## src/hdl/sdf_pkg.sv

```systemverilog
`timescale 1ns / 1ps
`default_nettype none

package sdf_pkg;

  // Store geometry and limits
  localparam int MAX_WIDTH  = 256;
  localparam int MAX_HEIGHT = 256;
  localparam int MAX_SPREAD = 64;

  localparam int COORD_W    = 8;
  localparam int SIZE_W     = 9;
  localparam int SPREAD_W   = 7;
  localparam int CFG_IDX_W  = 3;
  localparam int ADDR_W     = $clog2(MAX_WIDTH) + $clog2(MAX_HEIGHT);
  localparam int STORE_DEPTH = MAX_WIDTH * MAX_HEIGHT;

  // Distance arithmetic widths
  localparam int SQ_D_W     = 14;  // one squared axis distance
  localparam int D2_W       = 15;  // sum of two squared distances
  localparam int M_W        = 13;  // running minimum, at most spread squared
  localparam int RHS_W      = 27;  // 127^2 times minimum
  localparam int G_W        = 7;   // normalized distance 0..127
  localparam int BIT_W      = 3;

  localparam logic [7:0] FULL_BYTE = 8'hFF;
  localparam logic [7:0] MID_LEVEL = 8'h7F;
  localparam int         MID_SQ    = 127 * 127;

  // Word kinds on the input tuser
  localparam logic FUNC_LOAD  = 1'b0;
  localparam logic FUNC_QUERY = 1'b1;

  // Configuration register indexes
  typedef enum logic [CFG_IDX_W-1:0] {
    REG_IMAGE_WIDTH  = 3'd0,
    REG_IMAGE_HEIGHT = 3'd1,
    REG_SCALE        = 3'd2,
    REG_SPREAD       = 3'd3
  } sdf_reg_t;

  typedef enum logic [3:0] {
    S_IDLE,
    S_MUL,
    S_SETUP,
    S_CENTER,
    S_CWAIT,
    S_SCAN,
    S_DRAIN,
    S_RHS,
    S_SQ,
    S_SCALE,
    S_CMP,
    S_FSQ,
    S_FSCALE,
    S_DONE
  } sdf_state_t;

  typedef struct packed {
    logic take_load;
    logic take_query;
    logic mult;
    logic setup;
    logic center;
    logic grab_center;
    logic scan;
    logic start_search;
    logic square;
    logic scale_sq;
    logic compare;
    logic final_sel;
    logic emit;
  } sdf_cmd_t;

  typedef struct packed {
    logic oor;
    logic scan_last;
    logic bit_zero;
    logic out_free;
  } sdf_status_t;

endpackage

`default_nettype wire

```

## src/hdl/sdf_ctrl.sv

```systemverilog
`timescale 1ns / 1ps
`default_nettype none

module sdf_ctrl (
  input  wire logic             clk,
  input  wire logic             rst,
  input  wire logic             s_tvalid,
  input  wire logic             s_tuser,
  output logic                  s_tready,
  input  wire sdf_pkg::sdf_status_t status,
  output sdf_pkg::sdf_cmd_t     cmd
);

  sdf_pkg::sdf_state_t state;
  sdf_pkg::sdf_state_t state_next;

  // State register
  always_ff @(posedge clk) begin
    if (rst) begin
      state <= sdf_pkg::S_IDLE;
    end else begin
      state <= state_next;
    end
  end

  // Next state and commands
  always_comb begin
    state_next = state;
    cmd        = '0;
    s_tready   = 1'b0;
    unique case (state)
      sdf_pkg::S_IDLE: begin
        s_tready       = 1'b1;
        cmd.take_load  = s_tvalid && (s_tuser == sdf_pkg::FUNC_LOAD);
        cmd.take_query = s_tvalid && (s_tuser == sdf_pkg::FUNC_QUERY);
        if (cmd.take_query) begin
          state_next = sdf_pkg::S_MUL;
        end
      end
      sdf_pkg::S_MUL: begin
        cmd.mult   = 1'b1;
        state_next = sdf_pkg::S_SETUP;
      end
      sdf_pkg::S_SETUP: begin
        cmd.setup  = 1'b1;
        state_next = sdf_pkg::S_CENTER;
      end
      sdf_pkg::S_CENTER: begin
        if (status.oor) begin
          state_next = sdf_pkg::S_DONE;
        end else begin
          cmd.center = 1'b1;
          state_next = sdf_pkg::S_CWAIT;
        end
      end
      sdf_pkg::S_CWAIT: begin
        cmd.grab_center = 1'b1;
        state_next      = sdf_pkg::S_SCAN;
      end
      sdf_pkg::S_SCAN: begin
        cmd.scan = 1'b1;
        if (status.scan_last) begin
          state_next = sdf_pkg::S_DRAIN;
        end
      end
      sdf_pkg::S_DRAIN: begin
        state_next = sdf_pkg::S_RHS;
      end
      sdf_pkg::S_RHS: begin
        cmd.start_search = 1'b1;
        state_next       = sdf_pkg::S_SQ;
      end
      sdf_pkg::S_SQ: begin
        cmd.square = 1'b1;
        state_next = sdf_pkg::S_SCALE;
      end
      sdf_pkg::S_SCALE: begin
        cmd.scale_sq = 1'b1;
        state_next   = sdf_pkg::S_CMP;
      end
      sdf_pkg::S_CMP: begin
        cmd.compare = 1'b1;
        state_next  = status.bit_zero ? sdf_pkg::S_FSQ : sdf_pkg::S_SQ;
      end
      sdf_pkg::S_FSQ: begin
        cmd.square    = 1'b1;
        cmd.final_sel = 1'b1;
        state_next    = sdf_pkg::S_FSCALE;
      end
      sdf_pkg::S_FSCALE: begin
        cmd.scale_sq = 1'b1;
        state_next   = sdf_pkg::S_DONE;
      end
      sdf_pkg::S_DONE: begin
        // hold until the output register is free
        if (status.out_free) begin
          cmd.emit   = 1'b1;
          state_next = sdf_pkg::S_IDLE;
        end
      end
      default: begin
        state_next = sdf_pkg::S_IDLE;
      end
    endcase
  end

endmodule

`default_nettype wire

```

## config.mk

```make
export PLATFORM = sky130hd
export DESIGN_NAME = sdf_ctrl
export DESIGN_NICKNAME = d
export VERILOG_FILES = /design/src/hdl/sdf_pkg.sv /design/src/hdl/sdf_ctrl.sv
export SDC_FILE = /design/constraint.sdc
export NUM_CORES = 1
export LEC_CHECK = 0
export BUFFER_PORTS_ARGS = -buffer_cell sky130_fd_sc_hd__buf_2
export CAP_MARGIN = 40
export CORE_MARGIN = 5
export CORE_UTILIZATION = 25
export DETAILED_ROUTE_END_ITERATION = 6
export GPL_ROUTABILITY_DRIVEN = 0
export HOLD_SLACK_MARGIN = 0.03
export PLACE_DENSITY = 0.49
export SYNTH_ARGS = -nofsm -noshare
export SYNTH_HDL_FRONTEND = slang
export SYNTH_SLANG_ARGS = --single-unit
```

## constraint.sdc

```tcl
create_clock -name clk -period 1.1 [get_ports clk]
set_input_delay 0.22 -clock clk [delete_from_list [all_inputs] [get_ports clk]]
set_output_delay 0.22 -clock clk [all_outputs]
set_load 0.05 [all_outputs]
```

Word-level counts from Yosys, hierarchy flattened. Index checks and enable logic that the tools add are counted.

Bits in registers: 4. Word-level logic and storage cells: 45.

Equal/unequal tests: 16. Muxes and demuxes: 21. Bitwise operators: 1. Reductions and logical operators: 6.

Operator list (number): 4-bit one-hot mux with 14 select lines (1); 4-bit == test, second input constant (6); 4-bit by 3-bit == test with 1-bit output, second input constant (4); 4-bit 2-to-1 mux (4); 1-bit 2-to-1 mux (14); 4-bit by 2-bit == test with 1-bit output, second input constant (2); 2-bit inequality test, second input constant (3); 4-bit by 1-bit == test with 1-bit output, second input constant (1); 4-bit zero test (1); 2-bit 2-to-1 mux (2); 2-bit OR reduction (2); 3-bit AND reduction (1); 1-bit logical AND (2); 1-bit NOT (1).

Logic depth before layout (Yosys ltp).
Depth after elaboration: 3. Mapped depth: 4.

Least setup slack after synthesis. Ideal clock, no wire load.

Kind: reg-to-output. Start point: reg state[2]. End point: out cmd[12] in the netlist's numbering. Arrival time: 2239 ps. Required time: 880 ps. Path slack: -1359 ps. Stages on the path, launching flop included: 4. Path through: dfxtp_1 > nor4_2 > nand2_1 > nor2_1.

RTL lines: start, declared (RTL line sdf_ctrl.sv:14) `sdf_pkg::sdf_state_t state;`; start signal, assigned (RTL line sdf_ctrl.sv:20) `state <= sdf_pkg::S_IDLE;`; start signal, assigned (RTL line sdf_ctrl.sv:22) `state <= state_next;`; end, declared (RTL line sdf_ctrl.sv:11) `output sdf_pkg::sdf_cmd_t cmd`.

==> flow_metrics.tcl <==
set metrics [dict create \
    num-nets-final 104 \
    dr_wl_met3_um 78 \
    drt_iter0_drc 10 \
    dr_wl_met2_um 756 \
    rows 14 \
    yosys_register_bits 4 \
    hold_path.class "in2reg" \
    drtAntennaViolNets 0 \
    dp_hpwl_um 1100 \
    synth.distinct_cells 30 \
    drc_errors 0 \
    dpl_cell_area_um2 746 \
    timing.rr.start "state[1]$_SDFFE_PP0P_" \
    synth_compound_area_share_pct 17.3 \
    hold-path-cell-count 2 \
    end_kind "output pin" \
    routed_wl_um 1470 \
    fin_crit_ps 1550 \
    failed_checks "negative setup slack" \
    hold_buffers 0 \
    first_pass_iters 4 \
    via_count 548 \
    grt_max_degree 9 \
    syn_area_um2 383 \
    yosys_warnings 0 \
    drive_above_1_share_pct 79.8 \
    p_per_area_nw_per_um2 782 \
    status "finished, violations left" \
    largest_reg_flops 4 \
    wl_met1_um 617 \
    worst_ep_required_time_ps 880 \
    h-tree-depth 1 \
    die_w_um 49.1 \
    intPower_uw 475 \
    largest-register "state" \
    synthSimpleGateAreaFrac_pct 49.0 \
    grt_setup_unrepaired "true" \
    cts_sinks 4 \
    setup_slack_ps -452 \
    report.final.slew_viol_count 0 \
    wl_per_cell_um 13.4 \
    crit_fanout 5 \
    fmax_ghz 0.644 \
    clkSlewWorstSetupHoldPaths_ps 40 \
    worst_pin_slew_ps 284 \
    min_to "state[2]$_SDFFE_PP0P_" \
    layout.cells.non_filler 110 \
    cts_root_buf "clkbuf_4" \
    placedCellCount 103 \
    reg.largest.list "state x4" \
    grt_usage_pct 13.2 \
    yosysSeqAreaShare_pct 20.9 \
    syn_nets 61 \
    synth.avg_cell_area_um2 7.22 \
    core_area_um2 1470 \
    area_delta_synth_final_pct 159 \
    synth_top_cell_by_area "dfxtp_1" \
    cts_buffers 3 \
    power_switching_uw 302 \
    start_kind "flop" \
    cts_tree "built" \
    rr_worst_depth 6 \
    synth-xor-area-share_pct 2.29 \
    grt_pass1_wl_um 2510 \
    io_buffers 21 \
    drv_cap 0 \
    setup_viol 18 \
    seqPwrFrac_pct 21.9 \
    netlist_instances 53 \
    crit_type "reg2out" \
    fin_skew_ps 8.29 \
    start_util_pct 26.0 \
    cp.arrival_ps 1330 \
    grt_pass1_vias 580 \
    boundaryPins 22 \
    p_clk_share_pct 24.0 \
    synth_top_family_by_area "simple AND/OR/NAND/NOR gates" \
    yosys.area_share.adder_pct 0 \
    hold_violations 0 \
    p_sw_share_pct 38.8 \
    ir_drop_mv 0.474 \
    hold_start "rst" \
    die_h_um 49.1 \
    combPwrFrac_pct 54.1 \
    fin_crit_sh_pct 141 \
    vias_per_cell 4.98 \
    synth_area_leaders "dfxtp_1, nor2_1, nand2_1" \
    antenna_found_initial 0 \
    clock_latency_ps 240 \
    final_area_um2 993 \
    synth.mux.area_fraction_pct 2.61 \
    synth_top_area_share_pct 20.9 \
    p_leak_uw 0.000391 \
    antennaDiodeCount 0 \
    rrSetupSlack_ps -260 \
    highest_layer "met4" \
    r2r_end "state[0]$_SDFFE_PP0P_" \
    max_slew_margin_pct 80.9 \
    cts_buffer_depth 2 \
    overflow 0 \
    dieArea_um2 2410 \
]
## power groups by stage
stage	clock [uW]	sequential (uW)	combinational, uW
final	186	170	420
after global routing	207	172	442
after CTS	195	175	386
after detailed placement	0	181	308
after global placement	0	181	307
after floorplan	0	167	231
## stage by stage
| step | util, % | setup WS, ps | setup TNS (ps) | power (uW) | hold slack (ps) |
|---|---|---|---|---|---|
| floorplan | - | -671 | -5250 | 398 | 285 |
| global placement | 50.7 | -335 | -3860 | 489 | 448 |
| detailed placement | 50.7 | -339 | -3960 | 490 | 446 |
| CTS | 63.6 | -452 | -5290 | 755 | 188 |
| global route | 67.5 | -498 | -6190 | 821 | 220 |
| finish | 67.5 | -452 | -5320 | 777 | 222 |
## cells in the final DEF (no fill, tap or decap), drive strengths merged
cell     instances
nand2            6
nor3b            1
xnor2            1
o2bb2ai          1
or2              2
dfxtp            4
and2             1
a221oi           1
and3             1
nand4b           1
nor2b            1
nor2             9
nor4             2
nor3             3
inv              1
nand2b           2
mux2i            1
o211ai           2
buf             42
or2b             1
or3              1
nor4bb           1
a211oi           1
o21ai            1
a21oi            3
and4             1
clkbuf           3
## cell type report
cell class,instances,area (um^2)
well taps,16,20.0
repair buffers,42,399
inverters,1,3.75
clock buffers,3,22.5
flip-flops and latches,4,95.1
fillers,125,478
multi-input cells,44,453
## per-layer routing
layer	track usage, %	vias up
met5	0	-
met2	21.2	16
met3	2.75	2
met4	8.07	0
met1	15.6	255
li1	-	275
## how the worst max path moves through the flow
stage                          start      end  slack, ps  cells after the start
6_report       state[2]$_SDFFE_PP0P_  cmd[12]       -450                      4
3_3_place_gp   state[2]$_SDFFE_PP0P_   cmd[6]       -330                      4
3_5_place_dp   state[2]$_SDFFE_PP0P_   cmd[6]       -340                      4
5_1_grt        state[2]$_SDFFE_PP0P_  cmd[12]       -500                      4
2_1_floorplan  state[3]$_SDFFE_PP0P_  cmd[12]       -670                      3
4_1_cts        state[2]$_SDFFE_PP0P_  cmd[12]       -450                      4
## cells by family (layout without fill, tap and decap cells)
logic type      after synthesis  in the layout
buf+inv                       5             46
compound gates                9              9
simple gates                 33             33
xor+xnor                      1              1
flops                         4              4
mux                           1              1
## cells in the mapped netlist (all sizes together)
| cell | n |
|---|---|
| nand2 | 6 |
| nor3 | 3 |
| nor2b | 1 |
| o21ai | 1 |
| nor4 | 2 |
| xnor2 | 1 |
| or2 | 2 |
| buf | 4 |
| and4 | 1 |
| and3 | 1 |
| nor3b | 1 |
| nand4b | 1 |
| a21oi | 3 |
| dfxtp | 4 |
| mux2i | 1 |
| or2b | 1 |
| inv | 1 |
| nand2b | 2 |
| o2bb2ai | 1 |
| nor4bb | 1 |
| o211ai | 2 |
| and2 | 1 |
| or3 | 1 |
| a221oi | 1 |
| a211oi | 1 |
| nor2 | 9 |
## timing repair
item,4_1_cts,5_1_grt
buffers inserted,3,2
setup endpoints to repair,18,18
hold endpoints to repair,0,0
pin swaps,9,10
resized for setup,45,11
## critical path, stage by stage (launching register included)
cell and delay (ps):
dfxtp_4 360, nor4_4 340, nand2_1 140, nor2_4 110, buf_8 150
No activity file was read; power rests on OpenSTA's default activity.
